File: src/rtl/plce_pkg.sv
// Shared types and codes for the positional list engine.
`timescale 1ns / 1ps
package plce_pkg;

    // Widths that cover the largest supported list (256 entries)
    localparam int CNT_W = 9;
    localparam int IDX_W = 8;
    localparam int VAL_W = 32;

    // Operation codes
    localparam logic [2:0] KIND_INSERT = 3'd0;
    localparam logic [2:0] KIND_REMOVE = 3'd1;
    localparam logic [2:0] KIND_READ   = 3'd2;
    localparam logic [2:0] KIND_WRITE  = 3'd3;
    localparam logic [2:0] KIND_SEARCH = 3'd4;
    localparam logic [2:0] KIND_CLEAR  = 3'd5;

    // Status codes
    localparam logic [1:0] ST_OK    = 2'd0;
    localparam logic [1:0] ST_EMPTY = 2'd1;
    localparam logic [1:0] ST_RANGE = 2'd2;
    localparam logic [1:0] ST_FULL  = 2'd3;

    typedef struct packed {
        logic [2:0]         kind;
        logic [7:0]         position;
        logic signed [31:0] item_value;
    } t_in;

    typedef struct packed {
        logic signed [31:0] result_value;
        logic [3:0]         found_index;
        logic               found;
        logic [1:0]         status;
        logic [4:0]         count_now;
    } t_out;

    // Command broadcast to every cell on the accepting beat
    typedef struct packed {
        logic               load;
        logic               f_insert;
        logic               f_remove;
        logic               f_write;
        logic               f_pick;
        logic               f_search;
        logic [CNT_W-1:0]   target;
        logic [CNT_W-1:0]   limit;
        logic [VAL_W-1:0]   item;
    } t_cmd;

    // Hit token rippling down the chain
    typedef struct packed {
        logic               hit;
        logic [IDX_W-1:0]   idx;
        logic [VAL_W-1:0]   value;
    } t_carry;

endpackage

File: src/rtl/plce_cell.sv
// One list slot: holds an entry, shifts with its neighbours and passes the hit token on.
`timescale 1ns / 1ps
module plce_cell (
    input  logic                  i_clk,
    input  logic                  i_rst_n,
    input  plce_pkg::t_cmd        i_cmd,
    input  logic [plce_pkg::CNT_W-1:0] i_cell_idx,
    input  logic [plce_pkg::VAL_W-1:0] i_left_val,
    input  logic [plce_pkg::VAL_W-1:0] i_right_val,
    input  plce_pkg::t_carry      i_carry,
    output logic [plce_pkg::VAL_W-1:0] o_val,
    output plce_pkg::t_carry      o_carry
);
    import plce_pkg::*;

    logic [VAL_W-1:0] r_val;
    logic [VAL_W-1:0] n_val;
    logic             r_tap_hit;
    logic             n_tap_hit;
    logic [VAL_W-1:0] r_tap_val;
    logic [VAL_W-1:0] n_tap_val;
    t_carry           r_carry;
    t_carry           n_carry;

    // Choose the new entry: open a gap, close a gap or overwrite
    always_comb begin
        n_val = r_val;
        if (i_cmd.load) begin
            if (i_cmd.f_insert && (i_cell_idx > i_cmd.target)) begin
                n_val = i_left_val;
            end else if (i_cmd.f_insert && (i_cell_idx == i_cmd.target)) begin
                n_val = i_cmd.item;
            end else if (i_cmd.f_remove && (i_cell_idx >= i_cmd.target)) begin
                n_val = i_right_val;
            end else if (i_cmd.f_write && (i_cell_idx == i_cmd.target)) begin
                n_val = i_cmd.item;
            end
        end
    end

    // Capture the pre-update entry and whether this slot answers the request
    always_comb begin
        n_tap_hit = r_tap_hit;
        n_tap_val = r_tap_val;
        if (i_cmd.load) begin
            n_tap_hit = (i_cmd.f_pick && (i_cell_idx == i_cmd.target))
                     || (i_cmd.f_search && (r_val == i_cmd.item)
                         && (i_cell_idx < i_cmd.limit));
            n_tap_val = r_val;
        end
    end

    // Keep the earliest hit; otherwise offer our own
    always_comb begin
        n_carry = i_carry;
        if (!i_carry.hit && r_tap_hit) begin
            n_carry.hit   = 1'b1;
            n_carry.idx   = IDX_W'(i_cell_idx);
            n_carry.value = r_tap_val;
        end
    end

    always_ff @(posedge i_clk) begin
        r_val     <= n_val;
        r_tap_val <= n_tap_val;
    end

    always_ff @(posedge i_clk) begin
        if (!i_rst_n) begin
            r_tap_hit <= 1'b0;
            r_carry   <= '0;
        end else begin
            r_tap_hit <= n_tap_hit;
            r_carry   <= n_carry;
        end
    end

    assign o_val   = r_val;
    assign o_carry = r_carry;

endmodule

File: src/rtl/positional_list_engine_unit.sv
// Top level of the positional list engine: control, count and a chain of list cells.
// An accepted input beat yields a result beat once the hit token has rippled through every cell.
// Flow: one item at a time; the next input beat is taken the cycle after the
//   result beat is taken.
// The wait is set by the hit token rippling one cell per cycle down the chain.
// Reset (synchronous, active low) empties the list; entries hold no reset value.
`timescale 1ns / 1ps
module positional_list_engine_unit #(
    parameter int DEPTH = 16
) (
    input  logic            i_clk,
    input  logic            i_rst_n,
    input  logic            i_in_valid,
    output logic            o_in_ready,
    input  plce_pkg::t_in   i_in,
    output logic            o_out_valid,
    input  logic            i_out_ready,
    output plce_pkg::t_out  o_out
);
    import plce_pkg::*;

    localparam int CW = $clog2(DEPTH + 1);

    localparam logic [1:0] S_IDLE = 2'd0;
    localparam logic [1:0] S_RUN  = 2'd1;
    localparam logic [1:0] S_OUT  = 2'd2;

    logic [1:0]       r_state;
    logic [1:0]       n_state;
    logic [CW-1:0]    r_count;
    logic [CW-1:0]    n_count;
    logic [CW-1:0]    r_wait;
    logic [CW-1:0]    n_wait;
    logic [1:0]       r_status;
    logic [1:0]       n_status;
    logic             r_is_pick;
    logic             r_is_search;
    t_out             r_out;
    t_out             n_out;

    logic             w_accept;
    logic             w_full;
    logic [CNT_W-1:0] w_cnt;
    logic [CNT_W-1:0] w_pos;
    t_cmd             w_cmd;

    logic [VAL_W-1:0] w_val   [DEPTH];
    t_carry           w_carry [DEPTH];

    assign o_in_ready = (r_state == S_IDLE);
    assign w_accept   = i_in_valid && o_in_ready;
    assign w_full     = (r_count == CW'(DEPTH));
    assign w_cnt      = CNT_W'(r_count);
    assign w_pos      = CNT_W'(i_in.position);

    // Decode the request into a broadcast command, status and new count
    always_comb begin
        w_cmd        = '0;
        w_cmd.load   = w_accept;
        w_cmd.item   = i_in.item_value;
        w_cmd.limit  = w_cnt;
        w_cmd.target = w_pos;
        n_status     = ST_OK;
        n_count      = r_count;
        case (i_in.kind)
            KIND_INSERT: begin
                if (w_full) begin
                    n_status = ST_FULL;
                end else begin
                    w_cmd.f_insert = 1'b1;
                    w_cmd.target   = (w_pos > w_cnt) ? w_cnt : w_pos;
                    n_count        = r_count + CW'(1);
                end
            end
            KIND_REMOVE: begin
                if (r_count == '0) begin
                    n_status = ST_EMPTY;
                end else begin
                    w_cmd.f_remove = 1'b1;
                    w_cmd.f_pick   = 1'b1;
                    w_cmd.target   = (w_pos >= w_cnt) ? (w_cnt - CNT_W'(1)) : w_pos;
                    n_count        = r_count - CW'(1);
                end
            end
            KIND_READ: begin
                if (w_pos >= w_cnt) begin
                    n_status = ST_RANGE;
                end else begin
                    w_cmd.f_pick = 1'b1;
                end
            end
            KIND_WRITE: begin
                if (w_pos >= w_cnt) begin
                    n_status = ST_RANGE;
                end else begin
                    w_cmd.f_write = 1'b1;
                end
            end
            KIND_SEARCH: begin
                w_cmd.f_search = 1'b1;
            end
            KIND_CLEAR: begin
                n_count = '0;
            end
            default: begin
            end
        endcase
    end

    // Row of list cells; the token enters empty at the head
    genvar g;
    generate
        for (g = 0; g < DEPTH; g++) begin : g_cell
            plce_cell u_cell (
                .i_clk       (i_clk),
                .i_rst_n     (i_rst_n),
                .i_cmd       (w_cmd),
                .i_cell_idx  (CNT_W'(g)),
                .i_left_val  ((g == 0) ? w_val[g] : w_val[(g == 0) ? 0 : g - 1]),
                .i_right_val ((g == DEPTH - 1) ? w_val[g]
                                               : w_val[(g == DEPTH - 1) ? g : g + 1]),
                .i_carry     ((g == 0) ? t_carry'('0) : w_carry[(g == 0) ? 0 : g - 1]),
                .o_val       (w_val[g]),
                .o_carry     (w_carry[g])
            );
        end
    endgenerate

    // Sequence: wait for the token to leave the tail, then hold the result beat
    always_comb begin
        n_state = r_state;
        n_wait  = r_wait;
        n_out   = r_out;
        case (r_state)
            S_IDLE: begin
                if (w_accept) begin
                    n_state         = S_RUN;
                    n_wait          = CW'(DEPTH);
                    n_out.count_now = 5'(n_count);
                end
            end
            S_RUN: begin
                if (r_wait == '0) begin
                    n_state            = S_OUT;
                    n_out.status       = r_status;
                    n_out.result_value = (r_is_pick && w_carry[DEPTH-1].hit)
                                       ? w_carry[DEPTH-1].value : '0;
                    n_out.found        = r_is_search && w_carry[DEPTH-1].hit;
                    n_out.found_index  = (r_is_search && w_carry[DEPTH-1].hit)
                                       ? 4'(w_carry[DEPTH-1].idx) : 4'd0;
                end else begin
                    n_wait = r_wait - CW'(1);
                end
            end
            S_OUT: begin
                if (i_out_ready) begin
                    n_state = S_IDLE;
                end
            end
            default: begin
                n_state = S_IDLE;
            end
        endcase
    end

    always_ff @(posedge i_clk) begin
        if (!i_rst_n) begin
            r_state <= S_IDLE;
            r_count <= '0;
        end else begin
            r_state <= n_state;
            if (w_accept) begin
                r_count <= n_count;
            end
        end
    end

    always_ff @(posedge i_clk) begin
        r_wait <= n_wait;
        r_out  <= n_out;
        if (w_accept) begin
            r_status    <= n_status;
            r_is_pick   <= w_cmd.f_pick;
            r_is_search <= w_cmd.f_search;
        end
    end

    assign o_out_valid = (r_state == S_OUT);
    assign o_out       = r_out;

    // Checks
    a_count_bound: assert property (@(posedge i_clk) disable iff (!i_rst_n)
        r_count <= CW'(DEPTH))
        else $error("entry count beyond depth");

    a_insert_grows: assert property (@(posedge i_clk) disable iff (!i_rst_n)
        (w_accept && (i_in.kind == KIND_INSERT) && !w_full)
        |=> (r_count == $past(r_count) + CW'(1)))
        else $error("insert did not grow the list");

    a_found_search: assert property (@(posedge i_clk) disable iff (!i_rst_n)
        (o_out_valid && o_out.found) |-> r_is_search)
        else $error("found flagged on a non-search beat");

    a_no_take_busy: assert property (@(posedge i_clk) disable iff (!i_rst_n)
        (r_state != S_IDLE) |-> !o_in_ready)
        else $error("input taken while an item is in flight");

endmodule

File: config.mk
export PLATFORM = sky130hd
export DESIGN_NAME = positional_list_engine_unit
export DESIGN_NICKNAME = d
export VERILOG_FILES = /design/src/rtl/plce_pkg.sv /design/src/rtl/plce_cell.sv /design/src/rtl/positional_list_engine_unit.sv
export SDC_FILE = /design/constraint.sdc
export NUM_CORES = 2
export LEC_CHECK = 0
export ABC_CLOCK_PERIOD_IN_PS = 22800
export BUFFER_PORTS_ARGS = -buffer_cell sky130_fd_sc_hd__buf_2
export CAP_MARGIN = 10
export CORE_MARGIN = 1
export CORE_UTILIZATION = 40
export CTS_BUF_LIST = sky130_fd_sc_hd__clkbuf_4 sky130_fd_sc_hd__clkbuf_8
export DETAILED_ROUTE_END_ITERATION = 8
export GPL_ROUTABILITY_DRIVEN = 1
export GPL_TIMING_DRIVEN = 0
export PLACE_DENSITY = 0.63
export SKIP_LAST_GASP = 1
export SYNTH_ARGS = -nofsm -noshare
export SYNTH_HDL_FRONTEND = slang
export SYNTH_SLANG_ARGS = --single-unit
File: constraint.sdc
create_clock -name i_clk -period 22.8 [get_ports i_clk]
set_input_delay 2.28 -clock i_clk [delete_from_list [all_inputs] [get_ports i_clk]]
set_output_delay 2.28 -clock i_clk [all_outputs]
set_load 0.05 [all_outputs]
==> After elaboration in Yosys (flattened, before gate mapping) <==
Cells that the tools add are included.
Widths: inputs -> output; s select.
{ "totals": {"ff_bits": 1752} }
{ "op_classes": {"addsub": 4, "n_lt_le_gt_ge": 50, "eq_ne": 44, "n_mux": 106, "bitwise_logic": 2, "n_reduce_logical": 219} }
{ "ops": {"columns": ["op", "count"], "rows": [
  ["$mux 32", 63],
  ["$mux 41", 16],
  ["$eq 32x32->1", 16],
  ["$logic_and 1x1->1", 130],
  ["$eq 4x9->1 const A", 8],
  ["$ge 4x9->1 const A", 8],
  ["$gt 4x9->1 const A", 8],
  ["$reduce_bool 4->1", 14],
  ["$lt 4x5->1 const A", 8],
  ["$eq 3x9->1 const A", 4],
  ["$ge 3x9->1 const A", 4],
  ["$gt 3x9->1 const A", 4],
  ["$reduce_and 2->1", 17],
  ["$reduce_or 2->1", 15],
  ["$lt 3x5->1 const A", 4],
  ["$mux 5", 4],
  ["$eq 2x9->1 const A", 2],
  ["$ge 1x9->1 const A", 2],
  ["$ge 2x9->1 const A", 2],
  ["$gt 1x9->1 const A", 2],
  ["$gt 2x9->1 const A", 2],
  ["$mux 9", 2],
  ["$pmux 9 s2", 1],
  ["$logic_or 1x1->1", 16],
  ["other kinds (33)", 73]
]} }

==> Logic depth before layout (Yosys ltp) <==
{ "depth": {"depth_word": 10, "depth_mapped": 16, "mapped_depth_nobuf": 12} }

==> Hierarchy <==
Synthesis repeated with hierarchy kept, for this count alone.
{ "unflattened": {"hier_cells": 10463, "area_unflattened_um2": 100894.3} }
{ "by_module_without_submodules": {"columns": ["mod", "n_inst", "cells_each", "area_per_inst_um2"], "rows": [
  ["plce_cell at g_cell[15].u_cell ...", 10, 635, 6110.9],
  ["plce_cell at g_cell[0].u_cell ...", 6, 639, 6110.9],
  ["positional_list_engine_unit", 1, 279, 3120.5]
]} }

==> Worst setup path before layout <==
OpenSTA, ideal clock, no wires.
{ "synth_timing": {"path_type": "input-to-reg", "start": "input port i_in_valid", "end": "register g_cell[0].u_cell.r_tap_val[0], enable pin", "setup_time_ns": 1.087, "t_arrival_ns": 16.739, "required_ns": 21.713, "setup_slack_ns": 4.974, "stages": 3, "path_buffers": 1, "path_cell_list": "nand2_1 clkinv_1 clkbuf_1"} }
{ "synth_lines": {"columns": ["item", "line_no", "source"], "rows": [
  ["start, declared", "positional_list_engine_unit.sv:13", "input logic i_in_valid,"],
  ["end signal, assigned", "plce_cell.sv:65", "r_tap_val <= n_tap_val;"],
  ["end, declared", "plce_cell.sv:20", "logic [VAL_W-1:0] r_tap_val;"]
]} }

==> Final worst setup path <==
{ "layout_timing": {"start": "input port i_in[35] (netlist name)", "end": "register g_cell[3].u_cell.r_val[9], enable pin"} }
{ "layout_between": {"elab_chain_cells": 8, "elab_cells_between_ends": 18} }
{ "layout_rtl": {"columns": ["item", "line_no", "source"], "rows": [
  ["start, declared", "positional_list_engine_unit.sv:15", "input plce_pkg::t_in i_in,"],
  ["$ge 8x5->1 or $gt 8x5->1 (tied branches)", "positional_list_engine_unit.sv:81, positional_list_engine_unit.sv:93, positional_list_engine_unit.sv:71", null],
  ["$mux 9 or $mux 8 (tied branches)", "positional_list_engine_unit.sv:81, positional_list_engine_unit.sv:71", null],
  ["$mux 9 or $mux 8 (tied branches)", "positional_list_engine_unit.sv:76, positional_list_engine_unit.sv:67", null],
  ["$pmux 9 s2", "positional_list_engine_unit.sv:65", "case (i_in.kind)"],
  ["$ge 2x9->1 (tied with other cells)", "plce_cell.sv:33", "end else if (i_cmd.f_remove && (i_cell_idx >= i_cmd.target)) begin"],
  ["$logic_and 1x1->1 (on tied branches)", null, null],
  ["$reduce_bool 4->1 (no source line) *", null, null],
  ["$reduce_and 2->1 (no source line) *", null, null],
  ["end signal, assigned", "plce_cell.sv:64", "r_val <= n_val;"],
  ["end, declared", "plce_cell.sv:16", "logic [VAL_W-1:0] r_val;"]
]} }
Every way passes the cells marked *; elsewhere a longest branch is shown, timed or not.
A chain may end at the register's enable or synchronous reset.

==> metrics <==
wire length per cell=33.2 um; Mapped Avg Cell Area=11.8 um2; die area=about 180000 um2; Final Worst Setup Slack=16.20 ns; Area growth syn-to-layout=14.9%; H-tree depth=5; Filler cells=~16000; top-count cell post-synth=edfxtp_1; vias in the first global route=slightly above 50000; die height=about 420 um; reg2reg end=g_cell[3].u_cell.o_val[9]; remaining antenna violation count after routing=0; Pwr Total=0.00686 W; Final Hold Viols=0; Gate power share=8.8%; max_cap viols=0; unrepaired setup endpoints after global routing=false; internal cell power=0.00511 W; Setup CP Type=in -> reg; fin crit share=29.0%; DRC violations left=0; Iter 0 DRT Violations=8177; predominant post-synthesis flop cell=edfxtp_1; first-pass GRT wire length=between 400000 and 500000 um; core area=176000 um2; routability cong.=between 1 and 1.5; switching share of total power=~26%; CTS tree=yes; Worst-Margin Slew=1.42 ns; Worst path top cell family by delay=compound AO/OA/AOI/OAI gates; share of the synthesized area in the top cell type=45.6%; sequential share of the synthesized area=between 60% and 70%; status=finished clean; drt total wl=299000 um; Synth warnings=0; area leader, netlist=edfxtp_1; hold path start=g_cell[4].u_cell.o_carry[9]; worst min path class=reg -> reg; Sw Pwr=0.00175 W; Clock transition at path regs=roughly 0.070 ns; Worst path max stage delay=0.68 ns; Critical Path Fanout Max=10; Flop pwr share=about 50%; ys async rst share=0%; HPWL after DPL=between 200000 and 250000 um; Hold Path Depth=2; CTS Buf Count=292; std cell rows=154; Post-synth EDFFs=1077; Hold EP=g_cell[5].u_cell.o_carry[9]; most frequent CP cell=buf_4; Area after DPL=75500 um2; Synth Instances=between 6000 and 7000; Data arrival, critical path=7.39 ns; reg-to-reg startpoint=r_count[1]; leakage=27.8 nW; count of hold-fix buffers inserted at cts=0; initial antenna violation count=16; f_max=151 MHz; crit path launch type=input port; min Tclk post-route=6.60 ns; pre-CTS WS=between 15 and 20 ns; R2R depth=18; Max Slew Vio Count=0; GRT overflow=0; layout cells sized above 1=between 10% and 20%; Unique masters post-synth=80; Max IR drop VDD=between 60 and 70 uV; fin nets=6495; crit end category=flip-flop; Synth top cells by count=1077 x edfxtp_1, 1058 x nand2_1, 600 x dfxtp_1, 450 x mux2i_1, 386 x a21boi_0; Die Width=423 um; share of power burned in the clock network=41.6%; setup violators final=0; PortBufs=60; clk_lat worst skew=approximately 1.1 ns; clk sink count=1677; vias per cell=5.95; data required time of the critical path=23.58 ns; CP max-delay cell=a2111oi_2; Post-Route Skew=0.0785 ns; register-to-register setup slack=16.72 ns; All-Layer GR Usage=32.7%; synthesized cell area=around 71000 um2; post_cts resized=0; Net Count, Synth=between 6000 and 7000; top post-synthesis cells by area=edfxtp_1 46%, dfxtp_1 17%, mux2i_1 6.3%; crit path cell chain=buf_2 > ha_1 > a21o_1 > a21oi_2 > and3_1 > nand2_1 > a221oi_4 > a21oi_1 > buf_2 > nor3_2 > a21oi_1 > a2111oi_2 > buf_4 > buf_2 > buf_4 > buf_4 > buf_4; worst path bufs/invs=7; largest net degree at the start of global routing=64; final instance area=81500 um2; Max Buffers Root-to-Sink=4; PD cells=84.2 nW/um2; drt pass-1 iters=6; postcts setup bufs=0; Via Count=53600; Synth Register Bits=1677; Initial Util=40.3%; Max transition margin=5.65%; total negative setup slack=0 ns; IO Pins=93; Root Buffer=clkbuf_8
[state kept, by name, summed over array words and instances, names as in the netlist]
| signal | cells |
|---|---|
| r_status | 2 |
| o_out | 44 |
| g_cell.u_cell.r_tap_val | 512 |
| g_cell.u_cell.o_carry | 577 |
| r_state | 2 |
| r_count | 5 |
| r_wait | 5 |
| r_is_pick | 1 |
| g_cell.u_cell.r_tap_hit | 16 |
| g_cell.u_cell.o_val | 512 |
| r_is_search | 1 |
[stage by stage]
step | hold WS (ns) | instances | utilization, %
after floorplan | 0.400 | 6010 | -
after global placement | 0.402 | 8410 | 42.1
after detailed placement | 0.407 | 8480 | 42.9
after CTS | 0.414 | 8988 | 46.3
after global routing | 0.432 | 8995 | 46.3
final | 0.420 | 9001 | 46.3
[worst reg2reg max path, stage by stage (launching register included)]
cell and delay, ns:
dfxtp_1 0.33, buf_2 0.30, inv_1 0.22, ha_1 0.35, nor2b_1 0.15, o21ai_2 0.23, and3_1 0.30, nand2_1 0.23
a221oi_4 0.58, a21oi_1 0.22, buf_2 0.26, nor3_2 0.60, a21oi_1 0.17, a2111oi_2 0.68, buf_4 0.29, buf_2 0.27
buf_4 0.24, buf_4 0.21, buf_4 0.18
[layout by cell type (no fill, tap or decap), types with 208 or more instances in the layout]
cell type / count
a21boi_0: 386
dfxtp_1: 600
xor2_1: 208
o21ai_0: 239
mux2i_1: 450
nor2_1: 230
clkbuf_8: 346
nand2_1: 1058
clkbuf_1: 365
xnor2_1: 309
edfxtp_1: 1077
a21oi_1: 225
[cell type report]
cell class	instances	area [um2]	area share [%]
Buffer	478	2020	2.48
Inverter	18	67.6	0.0829
Antenna cell	8	20.0	0.0246
Clock buffer	455	5570	6.84
Timing Repair Buffer	135	1480	1.82
Multi-Input combinational cell	3837	24700	30.3
Tap cell	2340	2930	3.59
Clock inverter	53	363	0.445
Sequential cell	1677	44400	54.4
[cell families after synthesis]
kind of cell | count (synthesis) | share of synthesized area (%)
flops | 1677 | 62.5
xor+xnor | 517 | 6.38
compound gates | 1125 | 10.4
simple gates | 1671 | 10.2
mux | 515 | 7.38
buf+inv | 496 | 2.92
fa+ha+maj | 9 | 0.159
[layer usage]
layer  global-route usage, %  vias up  part of all wire (%)
li1                        -    22200                     -
met1                    45.2    26700                    40
met2                    47.0     3956                    42
met3                    9.15      711                    13
met4                    15.9        4                   5.3
met5                       0        -                 0.021
[worst max path at each step]
stage,depth (start not counted),start,endpoint
finish,17,i_in[35],g_cell[3].u_cell.o_val[9]
global route,17,i_in[35],g_cell[3].u_cell.o_val[18]
CTS,17,i_in[35],g_cell[3].u_cell.o_val[3]
detailed placement,17,i_in[35],g_cell[3].u_cell.o_val[7]
global placement,4,i_in_valid,g_cell[13].u_cell.r_tap_val[7]
floorplan,3,i_in_valid,g_cell[0].u_cell.r_tap_val[0]
[power by group through the flow]
stage	clock [W]	combinational (W)	sequential, W
after global placement	0	0.000548	0.00353
after global routing	0.00300	0.000621	0.00341
after CTS	0.00286	0.000579	0.00340
after detailed placement	0	0.000577	0.00347
after floorplan	0	0.000318	0.00348
final	0.00286	0.000601	0.00341
Note: power is estimated with default switching activity, not from simulation.
